File: config.mk
export PLATFORM = sky130hd
export DESIGN_NAME = wildcard_star_regex_matcher_top_flat
export DESIGN_NICKNAME = d
export VERILOG_FILES = /design/src/design/wsrm_pkg.sv /design/src/design/wsrm_req_if.sv /design/src/design/wsrm_res_if.sv /design/src/design/wsrm_cfg.sv /design/src/design/wsrm_step.sv /design/src/design/wildcard_star_regex_matcher_top.sv /design/src/flat_wrapper.sv
export SDC_FILE = /design/constraint.sdc
export NUM_CORES = 1
export LEC_CHECK = 0
export ABC_AREA = 1
export BUFFER_PORTS_ARGS = -buffer_cell sky130_fd_sc_hd__buf_2
export CAP_MARGIN = 10
export CORE_MARGIN = 4
export CORE_UTILIZATION = 47
export DETAILED_ROUTE_END_ITERATION = 7
export SYNTH_ARGS = -nofsm -noshare
export SYNTH_HDL_FRONTEND = slang
export SYNTH_SLANG_ARGS = --single-unit
File: constraint.sdc
create_clock -name i_clk -period 5.95 [get_ports i_clk]
set_clock_uncertainty 0.1 [all_clocks]
set_input_delay 0.2975 -clock i_clk [delete_from_list [all_inputs] [get_ports i_clk]]
set_output_delay 0.2975 -clock i_clk [all_outputs]
set_load 0.01 [all_outputs]
File: src/design/wsrm_pkg.sv
`default_nettype none

package wsrm_pkg;

    localparam int PATTERN_MAX_DEF = 32;
    localparam int STORE_BYTES     = 32;
    localparam int WORD_COUNT      = 4;
    localparam int CFG_DATA_W      = 64;
    localparam int CFG_IDX_W       = 3;
    localparam int LEN_W           = 6;

    localparam logic [7:0] STAR_BYTE = 8'h2A;
    localparam logic [7:0] DOT_BYTE  = 8'h2E;

    localparam logic [CFG_IDX_W-1:0] REG_PATTERN_0 = 3'd0;
    localparam logic [CFG_IDX_W-1:0] REG_PATTERN_1 = 3'd1;
    localparam logic [CFG_IDX_W-1:0] REG_PATTERN_2 = 3'd2;
    localparam logic [CFG_IDX_W-1:0] REG_PATTERN_3 = 3'd3;
    localparam logic [CFG_IDX_W-1:0] REG_LENGTH    = 3'd4;

    localparam logic REQ_RESTART = 1'b0;
    localparam logic REQ_CONSUME = 1'b1;

    typedef struct packed {
        logic whole_match;
        logic still_possible;
    } t_flags;

    // A pattern element hits a text byte when it is a dot or the same byte.
    function automatic logic elem_hits(input logic [7:0] elem, input logic [7:0] c);
        return (elem == DOT_BYTE) || (elem == c);
    endfunction

endpackage

`default_nettype wire

File: src/design/wsrm_req_if.sv
`default_nettype none

interface wsrm_req_if;
    logic       valid;
    logic       ready;
    logic       req_type;
    logic [7:0] text_char;

    modport source (output valid, output req_type, output text_char, input ready);
    modport sink   (input valid, input req_type, input text_char, output ready);
endinterface

`default_nettype wire

File: src/design/wsrm_res_if.sv
`default_nettype none

interface wsrm_res_if;
    logic valid;
    logic ready;
    logic whole_match;
    logic still_possible;

    modport source (output valid, output whole_match, output still_possible, input ready);
    modport sink   (input valid, input whole_match, input still_possible, output ready);
endinterface

`default_nettype wire

File: src/design/wsrm_cfg.sv
`default_nettype none

module wsrm_cfg
    import wsrm_pkg::*;
#(
    parameter int LANES = PATTERN_MAX_DEF,
    parameter int NW    = $clog2(LANES + 1)
) (
    input  wire logic                        i_clk,
    input  wire logic                        i_rst_n,
    input  wire logic                        i_cfg_we,
    input  wire logic [CFG_IDX_W-1:0]        i_cfg_idx,
    input  wire logic [CFG_DATA_W-1:0]       i_cfg_data,
    output logic      [STORE_BYTES*8-1:0]    o_pattern,
    output logic      [NW-1:0]               o_used_len
);

    logic [CFG_DATA_W-1:0] r_word [WORD_COUNT];
    logic [LEN_W-1:0]      r_len;

    always_ff @(posedge i_clk) begin
        if (!i_rst_n) begin
            for (int w = 0; w < WORD_COUNT; w++) begin
                r_word[w] <= '0;
            end
            r_len <= '0;
        end else if (i_cfg_we) begin
            case (i_cfg_idx)
                REG_PATTERN_0: r_word[0] <= i_cfg_data;
                REG_PATTERN_1: r_word[1] <= i_cfg_data;
                REG_PATTERN_2: r_word[2] <= i_cfg_data;
                REG_PATTERN_3: r_word[3] <= i_cfg_data;
                REG_LENGTH:    r_len     <= i_cfg_data[LEN_W-1:0];
                default: begin
                end
            endcase
        end
    end

    always_comb begin
        for (int w = 0; w < WORD_COUNT; w++) begin
            o_pattern[w*CFG_DATA_W +: CFG_DATA_W] = r_word[w];
        end
    end

    // Lengths beyond the lanes that exist are clamped to the last lane.
    assign o_used_len = (r_len > LEN_W'(LANES)) ? NW'(LANES) : r_len[NW-1:0];

endmodule

`default_nettype wire

File: src/design/wsrm_step.sv
`default_nettype none

module wsrm_step
    import wsrm_pkg::*;
#(
    parameter int LANES = PATTERN_MAX_DEF,
    parameter int NW    = $clog2(LANES + 1)
) (
    input  wire logic [STORE_BYTES*8-1:0] i_pattern,
    input  wire logic [NW-1:0]            i_used_len,
    input  wire logic [LANES:0]           i_row,
    input  wire logic                     i_consume,
    input  wire logic [7:0]               i_char,
    output logic      [LANES:0]           o_row,
    output t_flags                        o_flags
);

    always_comb begin
        logic [7:0] p;
        logic [7:0] elem;
        logic       in_use;
        logic       more;
        o_row    = '0;
        o_row[0] = !i_consume;
        for (int j = 1; j <= LANES; j++) begin
            p      = i_pattern[(j-1)*8 +: 8];
            in_use = (NW'(j) <= i_used_len);
            elem   = '0;
            more   = 1'b0;
            if (p == STAR_BYTE) begin
                // A star either skips its element (two lanes back) or repeats it.
                if (j >= 2) begin
                    elem     = i_pattern[(j-2)*8 +: 8];
                    more     = i_consume && i_row[j] && elem_hits(elem, i_char);
                    o_row[j] = in_use && (o_row[j-2] || more);
                end
            end else begin
                o_row[j] = in_use && i_consume && i_row[j-1] && elem_hits(p, i_char);
            end
        end
    end

    assign o_flags.whole_match    = o_row[i_used_len];
    assign o_flags.still_possible = |o_row;

endmodule

`default_nettype wire

File: src/design/wildcard_star_regex_matcher_top.sv
// Channel  Direction  Word contents
// req      in         req_type (restart or consume), text_char
// res      out        whole_match, still_possible
// cfg      in         i_cfg_we, i_cfg_idx, i_cfg_data (write only)
//
// Each word passes through the input register and then the result register;
// one word is accepted per cycle, no bubbles between words, unless the result stalls.
// The rate is set by the row update, one pass from the row register to the
// result register including the star ripple along the pattern lanes.
// Reset clears the pattern, the length and the row, so a restart word is needed first.
// A stalled result holds the input register, which then holds req.ready low.
`default_nettype none

module wildcard_star_regex_matcher_top
    import wsrm_pkg::*;
#(
    parameter int PATTERN_MAX = PATTERN_MAX_DEF
) (
    input  wire logic                  i_clk,
    input  wire logic                  i_rst_n,
    input  wire logic                  i_cfg_we,
    input  wire logic [CFG_IDX_W-1:0]  i_cfg_idx,
    input  wire logic [CFG_DATA_W-1:0] i_cfg_data,
    wsrm_req_if.sink                   req,
    wsrm_res_if.source                 res
);

    localparam int LANES = (PATTERN_MAX < STORE_BYTES) ? PATTERN_MAX : STORE_BYTES;
    localparam int NW    = $clog2(LANES + 1);

    logic [STORE_BYTES*8-1:0] pattern;
    logic [NW-1:0]            used_len;
    logic [LANES:0]           n_row;
    t_flags                   n_flags;

    logic                     r_in_valid;
    logic                     r_in_type;
    logic [7:0]               r_in_char;
    logic [LANES:0]           r_row;
    logic                     r_out_valid;
    t_flags                   r_out_flags;
    logic                     advance;

    wsrm_cfg #(
        .LANES (LANES),
        .NW    (NW)
    ) u_cfg (
        .i_clk      (i_clk),
        .i_rst_n    (i_rst_n),
        .i_cfg_we   (i_cfg_we),
        .i_cfg_idx  (i_cfg_idx),
        .i_cfg_data (i_cfg_data),
        .o_pattern  (pattern),
        .o_used_len (used_len)
    );

    wsrm_step #(
        .LANES (LANES),
        .NW    (NW)
    ) u_step (
        .i_pattern  (pattern),
        .i_used_len (used_len),
        .i_row      (r_row),
        .i_consume  (r_in_type == REQ_CONSUME),
        .i_char     (r_in_char),
        .o_row      (n_row),
        .o_flags    (n_flags)
    );

    // The result register frees up when it is empty or being taken this cycle.
    assign advance   = !r_out_valid || res.ready;
    assign req.ready = !r_in_valid || advance;

    always_ff @(posedge i_clk) begin
        if (!i_rst_n) begin
            r_in_valid  <= 1'b0;
            r_out_valid <= 1'b0;
            r_row       <= '0;
        end else begin
            if (req.ready) begin
                r_in_valid <= req.valid;
            end
            if (advance) begin
                r_out_valid <= r_in_valid;
            end
            if (r_in_valid && advance) begin
                r_row <= n_row;
            end
        end
    end

    always_ff @(posedge i_clk) begin
        if (req.valid && req.ready) begin
            r_in_type <= req.req_type;
            r_in_char <= req.text_char;
        end
        if (r_in_valid && advance) begin
            r_out_flags <= n_flags;
        end
    end

    assign res.valid          = r_out_valid;
    assign res.whole_match    = r_out_flags.whole_match;
    assign res.still_possible = r_out_flags.still_possible;

`ifndef NO_ASSERTIONS
    a_restart_sets_empty: assert property (@(posedge i_clk) disable iff (!i_rst_n)
        (r_in_valid && advance && r_in_type == REQ_RESTART) |=> r_row[0])
        else $error("restart word did not mark the empty prefix");

    a_consume_clears_empty: assert property (@(posedge i_clk) disable iff (!i_rst_n)
        (r_in_valid && advance && r_in_type == REQ_CONSUME) |=> !r_row[0])
        else $error("text byte left the empty prefix alive");

    a_match_is_alive: assert property (@(posedge i_clk) disable iff (!i_rst_n)
        (r_out_valid && r_out_flags.whole_match) |-> r_out_flags.still_possible)
        else $error("whole match reported without any live prefix");

    a_stall_holds_word: assert property (@(posedge i_clk) disable iff (!i_rst_n)
        (r_in_valid && !advance) |=> (r_in_valid && $stable(r_in_char) && $stable(r_row)))
        else $error("input word or row changed during a result stall");
`endif

endmodule

`default_nettype wire
File: src/flat_wrapper.sv
// flat-port wrapper written by rule: the top's interface ports become plain ports
module wildcard_star_regex_matcher_top_flat import wsrm_pkg::*;
#(
    parameter int PATTERN_MAX = PATTERN_MAX_DEF
)
  (i_clk, i_rst_n, i_cfg_we, i_cfg_idx, i_cfg_data, req_valid, req_req_type, req_text_char, req_ready, res_valid, res_whole_match, res_still_possible, res_ready);
  wsrm_req_if req_i ();
  wsrm_res_if res_i ();
  input  wire logic i_clk;
  input  wire logic i_rst_n;
  input  wire logic i_cfg_we;
  input  wire logic [CFG_IDX_W-1:0] i_cfg_idx;
  input  wire logic [CFG_DATA_W-1:0] i_cfg_data;
  input wire logic [$bits(req_i.valid)-1:0] req_valid;
  input wire logic [$bits(req_i.req_type)-1:0] req_req_type;
  input wire logic [$bits(req_i.text_char)-1:0] req_text_char;
  output wire logic [$bits(req_i.ready)-1:0] req_ready;
  output wire logic [$bits(res_i.valid)-1:0] res_valid;
  output wire logic [$bits(res_i.whole_match)-1:0] res_whole_match;
  output wire logic [$bits(res_i.still_possible)-1:0] res_still_possible;
  input wire logic [$bits(res_i.ready)-1:0] res_ready;
  assign req_i.valid = req_valid;
  assign req_i.req_type = req_req_type;
  assign req_i.text_char = req_text_char;
  assign req_ready = req_i.ready;
  assign res_valid = res_i.valid;
  assign res_whole_match = res_i.whole_match;
  assign res_still_possible = res_i.still_possible;
  assign res_i.ready = res_ready;
  wildcard_star_regex_matcher_top #(.PATTERN_MAX(PATTERN_MAX)) u_core (.i_clk(i_clk), .i_rst_n(i_rst_n), .i_cfg_we(i_cfg_we), .i_cfg_idx(i_cfg_idx), .i_cfg_data(i_cfg_data), .req(req_i), .res(res_i));
endmodule
==> impl_table.tex, run 1 <==
\begin{tabular}{lr}
\hline
Metric & Value \\
\hline
\multicolumn{2}{l}{\textbf{STA}} \\
Slew of the pin with the lowest slew margin & around 1.4 ns \\
Max-Slew Margin vs Limit & 0.0571 \\
Minimum clock period after layout & 4.84 ns \\
Number of endpoints failing setup at the final stage & 0 \\
Highest achievable clock rate & a little over 0.2 GHz \\
Final Hold Viols & 0 \\
Setup repair after global routing missed its margin & false \\
Crit share post-route & 0.814 \\
Pins Over Slew Limit & 0 \\
Accumulated negative setup slack & 0 ns \\
\multicolumn{2}{l}{\textbf{Place}} \\
Last weighted congestion value of the routability-driven placer & 1.02 \\
HPWL after detailed placement & 39,300 um \\
Placement-stage cell area & 18,600 um2 \\
I/O Buffers & 84 \\
\multicolumn{2}{l}{\textbf{Synthesis}} \\
Syn avg cell area & 8.50 um2 \\
Total of flip-flops plus latches after synthesis & 308 \\
Post-synthesis net count & about 2,200 \\
Largest cells by area after synthesis & sky130\_fd\_sc\_hd\_\_edfxtp\_1, sky130\_fd\_sc\_hd\_\_nor2\_1, sky130\_fd\_sc\_hd\_\_nand2\_1 \\
EDFF count, synth & 267 \\
Yosys synthesis warning count & 0 \\
Number of distinct library cells after synthesis & between 60 and 70 \\
Leading register cell type out of synthesis & sky130\_fd\_sc\_hd\_\_edfxtp\_1 \\
Top-count cell post-synth & sky130\_fd\_sc\_hd\_\_nor2\_1 \\
Area share of the largest cell type after synthesis & 0.452 \\
Share of synthesized flip-flops with an asynchronous set or reset & 0 \\
Post-synth top area cell & sky130\_fd\_sc\_hd\_\_edfxtp\_1 \\
Sequential element share of the synthesized area & 0.498 \\
Area of the mapped netlist & 17,700 um2 \\
Number of instances in the synthesized netlist & approximately 2,100 \\
Most instantiated cells after synthesis & sky130\_fd\_sc\_hd\_\_nor2\_1, sky130\_fd\_sc\_hd\_\_nand2\_1, sky130\_fd\_sc\_hd\_\_inv\_1 \\
\multicolumn{2}{l}{\textbf{Floorplan}} \\
Number of I/O pins & 85 \\
Starting Density & 0.480 \\
Die Ht & 202 um \\
Core Box Area & 37,000 um2 \\
Die Footprint & 40,900 um2 \\
\# rows & 70 \\
Horizontal die dimension & around 200 um \\
\multicolumn{2}{l}{\textbf{Min path}} \\
Worst min path class & in -> reg \\
Number of stages on the worst hold path & 3 \\
\multicolumn{2}{l}{\textbf{Drt}} \\
Overall via count from detail\_route & around 15,000 \\
Length of the first detailed-routing pass in iterations & 5 \\
Ratio of routed vias to standard cells & 5.59 \\
Post-DRT Antenna Nets & 0 \\
Number of design-rule violations left by the first detailed-router iteration & 1,406 \\
Final routed DRC violation total & 0 \\
DRT Wirelength & 58,300 um \\
Avg WL per Cell & 21.5 um \\
\multicolumn{2}{l}{\textbf{Cells and area}} \\
Post-route standard cell area excluding fillers & 20,000 um2 \\
Number of antenna repair diodes & 0 \\
Fin nets & between 2,000 and 2,500 \\
Syn-to-layout area delta & 12.4\% \\
Share of layout cells above drive strength 1 & 0.136 \\
\multicolumn{2}{l}{\textbf{Clock tree}} \\
Clock-pin slew on the worst setup and hold paths & 0.06 ns \\
Resized cells post-CTS & 0 \\
Clock tree buffer depth & 3 \\
H-tree depth & 2 \\
TritonCTS clock tree & done \\
CTS Root Cell & sky130\_fd\_sc\_hd\_\_clkbuf\_16 \\
Number of clock buffers inserted by TritonCTS & 36 \\
Count of clock tree sinks & 308 \\
Insertion delay to the later sink of the worst-skew pair & about 0.56 ns \\
\multicolumn{2}{l}{\textbf{Flow run}} \\
Number of violations of the max-capacitance limit & 0 \\
\multicolumn{2}{l}{\textbf{Worst setup path}} \\
Worst endpoint required time & around 6.3 ns \\
Delay of the slowest cell on the worst path & 0.69 ns \\
Worst Setup Path Type & reg -> reg \\
Data arrival time of the critical path & 5.15 ns \\
Maximum fanout count along the critical path & 19 \\
Most numerous cell on the critical path & sky130\_fd\_sc\_hd\_\_nand2\_1 \\
Cell family contributing the most delay on the critical path & simple AND/OR/NAND/NOR gates \\
Nature of the critical path startpoint & flop \\
Cell with the largest stage delay on the worst path & sky130\_fd\_sc\_hd\_\_o41ai\_1 \\
Number of buffer and inverter stages on the critical path & 2 \\
Number of cells on the worst reg-to-reg path & 31 \\
CP Depth & 31 \\
Endpoint class of the critical path & flop \\
\multicolumn{2}{l}{\textbf{Power}} \\
Power density over the cells & between 200 and 300 nW/um2 \\
Post-layout total power & 0.00530 W \\
Worst voltage drop across the vdd grid & 0.000224 V \\
Static leakage & about 8.5 nW \\
\multicolumn{2}{l}{\textbf{GRT}} \\
Total congestion overflow & 0 \\
First-pass GRT wire length & 87,500 um \\
Initial antenna violation count & 0 \\
Maximum number of pins on one net before global-route repair & 65 \\
Vias in the first global route & 14,700 \\
Tot GR Track Use & 0.281 \\
\multicolumn{2}{l}{\textbf{Run status}} \\
Run status & finished, final reports clean \\
\hline
\end{tabular}
cell families (layout without fill, tap and decap cells):
| kind of cell | count (synthesis) | in the layout | synth area share |
|---|---|---|---|
| AND/OR/NAND/NOR | 1107 | 1107 | 0.289 |
| buffers and inverters | 380 | 503 | 0.0888 |
| flip-flops | 308 | 308 | 0.498 |
| AO/OA/AOI/OAI | 163 | 163 | 0.0609 |
| XOR/XNOR | 129 | 129 | 0.0637 |
sequential cells by signal (all words and copies together) (netlist names):
register	count
u_core.r_in_char	8
u_core.r_in_valid	1
u_core.u_cfg.r_word	256
u_core.r_row	33
u_core.res.valid	1
u_core.r_in_type	1
u_core.u_cfg.r_len	6
u_core.res.whole_match	1
u_core.res.still_possible	1
layout by cell type, fill, tap and decap left out, drive strengths merged, types with 2 or more instances in the layout:
cell type,count
buf,112
o22ai,3
a31oi,7
inv,299
nand4,107
a221oi,2
a32oi,3
o21ai,49
xnor2,113
and3,3
a21boi,4
nor4,32
nand3b,3
nor3,30
nand2,400
o2111ai,12
a21oi,48
dlygate4sd3,29
edfxtp,267
clkinv,16
or2,51
nand3,97
and2,2
dfxtp,41
xor2,16
clkbuf,45
o32ai,4
o211ai,8
o221ai,2
nor2,377
o41ai,14
nor4b,3
a41oi,3
layout make-up:
| type | count | area (um2) |
|---|---|---|
| fill | 3472 | 17000 |
| sequential | 308 | 8840 |
| multi-input combinational | 1399 | 7360 |
| inverter | 298 | 1130 |
| clock buffer | 45 | 956 |
| timing repair buffer | 141 | 921 |
| tap | 504 | 631 |
| clock inverter | 19 | 121 |
path summary, 6_finish.rpt:
kind / end / slack, ns / start
worst max-delay path: u_core.res.whole_match / 1.11 / u_core.r_in_char[6]
worst min-delay path: u_core.u_cfg.r_word[0][14] / 0.01 / i_cfg_data[14]
worst max register to register: u_core.res.whole_match / 1.11 / u_core.r_in_char[6]
worst min register to register: u_core.res.valid / 0.40 / u_core.res.valid
worst reg2reg max path: cells and delay by family, from the launching register on:
kind / cells / cell delay (ns)
flops: 1 / 0.62
simple gates: 23 / 1.83
buf+inv: 2 / 0.55
xor+xnor: 1 / 0.19
compound gates: 5 / 1.39
per-layer routing:
metal | global-route usage | wire length, um | up-vias | part of all wire
li1 | - | - | 7093 | -
met1 | 0.387 | 25000 | 7404 | 0.43
met2 | 0.465 | 27700 | 576 | 0.47
met3 | 0.0348 | 4020 | 103 | 0.069
met4 | 0.0924 | 1610 | 0 | 0.028
met5 | 0 | 0 | - | 0
repair_timing:
action,in CTS,in global routing
hold buffers,29,0
endpoints found under the hold margin,53,0
buffers inserted,0,0
where the power goes:
group	internal, W	switching [W]	leakage (nW)	total (W)
Clock	0.00118	0.000904	0.524	0.00209
Sequential	0.00250	0.000108	2.92	0.00260
Combinational	0.000208	0.000403	5.03	0.000611
metrics by stage:
| step | worst slack [ns] | utilization | cells | hold WS [ns] |
|---|---|---|---|---|
| 6_report | 1.11 | 0.540 | 2714 | 0.0128 |
| 5_1_grt | 0.693 | 0.540 | 2714 | 0.0302 |
| 4_1_cts | 1.18 | 0.540 | 2714 | 0.00169 |
| 3_5_place_dp | 1.19 | 0.503 | 2621 | 0.376 |
| 3_3_place_gp | 1.26 | 0.503 | 2621 | 0.376 |
| 2_1_floorplan | 2.35 | - | 2087 | 0.296 |
No activity file was read; power rests on OpenSTA's default activity.
==> run 2, diff against run 1 <==
- clock period: 5.95 -> 4.7 ns (I/O delays scaled with it)
==> impl_table.tex, run 2 (synthesized netlist as in run 1, its figures left out) <==
\begin{tabular}{lr}
\hline
Metric & Value \\
\hline
\multicolumn{2}{l}{\textbf{GRT}} \\
Met3 track utilization from global routing & 0.0330 (was 0.0348) \\
Tot GR Track Use & 0.291 (was 0.281) \\
Met2 Use GR & 0.484 (was 0.465) \\
Vias in the first global route & 15,200 (was 14,700) \\
Maximum number of pins on one net before global-route repair & 65 (unchanged) \\
Initial antenna violation count & 1 (was 0) \\
First-pass GRT wire length & 90,800 um (was 87,500 um) \\
Met1 layer usage reported by global route & 0.396 (was 0.387) \\
Total congestion overflow & 0 (unchanged) \\
Busiest layer in global routing & met2 (unchanged) \\
\multicolumn{2}{l}{\textbf{Cells and area}} \\
Number of flip-flops under the largest register name & 256 (unchanged) \\
Syn-to-layout area delta & 17.4\% (was 12.4\%) \\
Fin nets & 2,345 (was 2,265) \\
Reg with most FFs & u\_core.u\_cfg.r\_word (unchanged) \\
Number of antenna repair diodes & 0 (unchanged) \\
\# fillers & 3,388 (was 3,472) \\
Share of layout cells above drive strength 1 & 0.149 (was 0.136) \\
Top library cells by usage in the layout, fill and taps aside & sky130\_fd\_sc\_hd\_\_nor2\_1, sky130\_fd\_sc\_hd\_\_nand2\_1, sky130\_fd\_sc\_hd\_\_inv\_1, sky130\_fd\_sc\_hd\_\_edfxtp\_1, sky130\_fd\_sc\_hd\_\_xnor2\_1 (unchanged) \\
Most common cell after layout, fill and taps aside & sky130\_fd\_sc\_hd\_\_nor2\_1 (unchanged) \\
Biggest regs & u\_core.u\_cfg.r\_word x256, u\_core.r\_row x33, u\_core.r\_in\_char x8 (unchanged) \\
\multicolumn{2}{l}{\textbf{Power}} \\
Static leakage & 8.87 nW (was 8.47 nW) \\
Power density over the cells & 329 nW/um2 (was 266 nW/um2) \\
Worst voltage drop across the vdd grid & 0.000269 V (was 0.000224 V) \\
\multicolumn{2}{l}{\textbf{Floorplan}} \\
Horizontal die dimension & 202 um (unchanged) \\
Die Ht & 202 um (unchanged) \\
Number of I/O pins & 85 (unchanged) \\
Core Box Area & 37,000 um2 (unchanged) \\
\# rows & 70 (unchanged) \\
Starting Density & 0.480 (unchanged) \\
Die Footprint & 40,900 um2 (unchanged) \\
\multicolumn{2}{l}{\textbf{STA}} \\
Number of endpoints failing setup at the final stage & 0 (unchanged) \\
Slew of the pin with the lowest slew margin & 1.07 ns (was 1.40 ns) \\
Worst hold margin & 0.144 ns (was 0.0128 ns) \\
Final Hold Viols & 0 (unchanged) \\
Minimum clock period after layout & 4.35 ns (was 4.84 ns) \\
Setup repair after global routing missed its margin & false (unchanged) \\
Pins Over Slew Limit & 0 (unchanged) \\
Crit share post-route & 0.926 (was 0.814) \\
Accumulated negative setup slack & 0 ns (unchanged) \\
Max-Slew Margin vs Limit & 0.280 (was 0.0571) \\
Worst Slack Setup Final & 0.349 ns (was 1.11 ns) \\
Highest achievable clock rate & 0.230 GHz (was 0.207 GHz) \\
\multicolumn{2}{l}{\textbf{Worst setup path}} \\
Worst endpoint required time & 5.00 ns (was 6.26 ns) \\
Maximum fanout count along the critical path & 18 (was 19) \\
Most numerous cell on the critical path & sky130\_fd\_sc\_hd\_\_nand2\_1 (unchanged) \\
Worst Setup Path Type & reg -> reg (unchanged) \\
R2R setup slack & 0.35 ns (was 1.11 ns) \\
Data arrival time of the critical path & 4.65 ns (was 5.15 ns) \\
Endpoint class of the critical path & flop (unchanged) \\
Delay of the slowest cell on the worst path & 0.46 ns (was 0.69 ns) \\
Cell with the largest stage delay on the worst path & sky130\_fd\_sc\_hd\_\_edfxtp\_1 (was sky130\_fd\_sc\_hd\_\_o41ai\_1) \\
Nature of the critical path startpoint & flop (unchanged) \\
\multicolumn{2}{l}{\textbf{Clock tree}} \\
H-tree depth & 2 (unchanged) \\
Count of clock tree sinks & 308 (unchanged) \\
Clock tree buffer depth & 3 (unchanged) \\
Number of clock buffers inserted by TritonCTS & 36 (unchanged) \\
TritonCTS clock tree & done (unchanged) \\
Insertion delay to the later sink of the worst-skew pair & 0.56 ns (about the same) \\
CTS Root Cell & sky130\_fd\_sc\_hd\_\_clkbuf\_16 (unchanged) \\
Clock-pin slew on the worst setup and hold paths & 0.06 ns (about the same) \\
\multicolumn{2}{l}{\textbf{Min path}} \\
Worst min path class & in -> reg (unchanged) \\
\multicolumn{2}{l}{\textbf{Drt}} \\
Length of the first detailed-routing pass in iterations & 5 (unchanged) \\
Number of design-rule violations left by the first detailed-router iteration & 1,526 (was 1,406) \\
DRT Wirelength & 60,600 um (was 58,300 um) \\
Post-DRT Antenna Nets & 0 (unchanged) \\
Final routed DRC violation total & 0 (unchanged) \\
Avg WL per Cell & 21.7 um (was 21.5 um) \\
Overall via count from detail\_route & 15,500 (was 15,200) \\
Ratio of routed vias to standard cells & 5.55 (was 5.59) \\
\multicolumn{2}{l}{\textbf{Run status}} \\
Run status & finished, final reports clean (unchanged) \\
\multicolumn{2}{l}{\textbf{Place}} \\
I/O Buffers & 84 (unchanged) \\
Last weighted congestion value of the routability-driven placer & 0.995 (was 1.02) \\
HPWL after detailed placement & 41,700 um (was 39,300 um) \\
Setup slack after placement & 0.342 ns (was 1.19 ns) \\
\multicolumn{2}{l}{\textbf{Flow run}} \\
Number of violations of the max-capacitance limit & 0 (unchanged) \\
\hline
\end{tabular}
## run 2: changes by cell type in the layout (fill, tap and decap cells not counted), sizes merged
cell,before,now
dlygate4sd3,29,75
buf,112,144
clkinvlp,1,4
bufinv,1,2
clkinv,16,15
## run 2: worst max-delay path, delay by kind of cell (launching register included)
kind / cells / cell delay (ns)
AOI/OAI and AO/OA: 5 / 1.00
xor gates and xnor gates: 1 / 0.13
buffers and inverters: 4 / 0.77
DFF: 1 / 0.46
and+or+nand+nor: 23 / 1.71
## run 2: stage by stage
| stage | total power, W | instance area [um2] | instances | util |
|---|---|---|---|---|
| final | 0.00687 | 20800 | 2795 | 0.564 |
| after global routing | 0.00711 | 20800 | 2795 | 0.564 |
| after CTS | 0.00688 | 20700 | 2786 | 0.561 |
| after detailed placement | 0.00412 | 18800 | 2646 | 0.510 |
| after global placement | 0.00410 | 18800 | 2646 | 0.510 |
| after floorplan | 0.00383 | 17700 | 2087 | - |
## run 2: power breakdown
part | internal (W) | switching, W | leakage, nW
sequential | 0.00316 | 0.000143 | 2.92
combinational | 0.000314 | 0.000525 | 5.41
clock | 0.00155 | 0.00118 | 0.542
## run 2: per-layer routing
layer,wire (um),up-vias,share of wire
met3,4190,137,0.069
met2,28100,632,0.46
met4,2300,2,0.038
met1,26000,7464,0.43
met5,12,-,0.00020
li1,-,7271,-
## run 2: area by class of cell
| class | count | area [um2] | share of cell area |
|---|---|---|---|
| repair buffers | 220 | 1730 | 0.0830 |
| well taps | 504 | 631 | 0.0303 |
| repair inverters | 1 | 5.00 | 0.000240 |
| flip-flops and latches | 308 | 8840 | 0.424 |
| clock inverters | 21 | 185 | 0.00889 |
| inverters | 298 | 1140 | 0.0549 |
| multi-input cells | 1399 | 7370 | 0.353 |
| clock buffers | 44 | 941 | 0.0451 |
## run 2: final timing paths
check	startpoint	to	depth (start not counted)
worst max-delay path	u_core.r_in_char[7]	u_core.res.whole_match	33
worst min-delay path	i_cfg_we	u_core.u_cfg.r_len[5]	3
worst max register to register	u_core.r_in_char[7]	u_core.res.whole_match	33
worst min register to register	u_core.r_row[16]	u_core.r_row[16]	2
## run 2: what timing repair did
action                                  4_1_cts  5_1_grt
hold buffers                                 75        0
endpoints found under the hold margin       261        0
endpoints found under the setup margin        0        2
buffers inserted                              0        7
gates resized for setup                       0       14
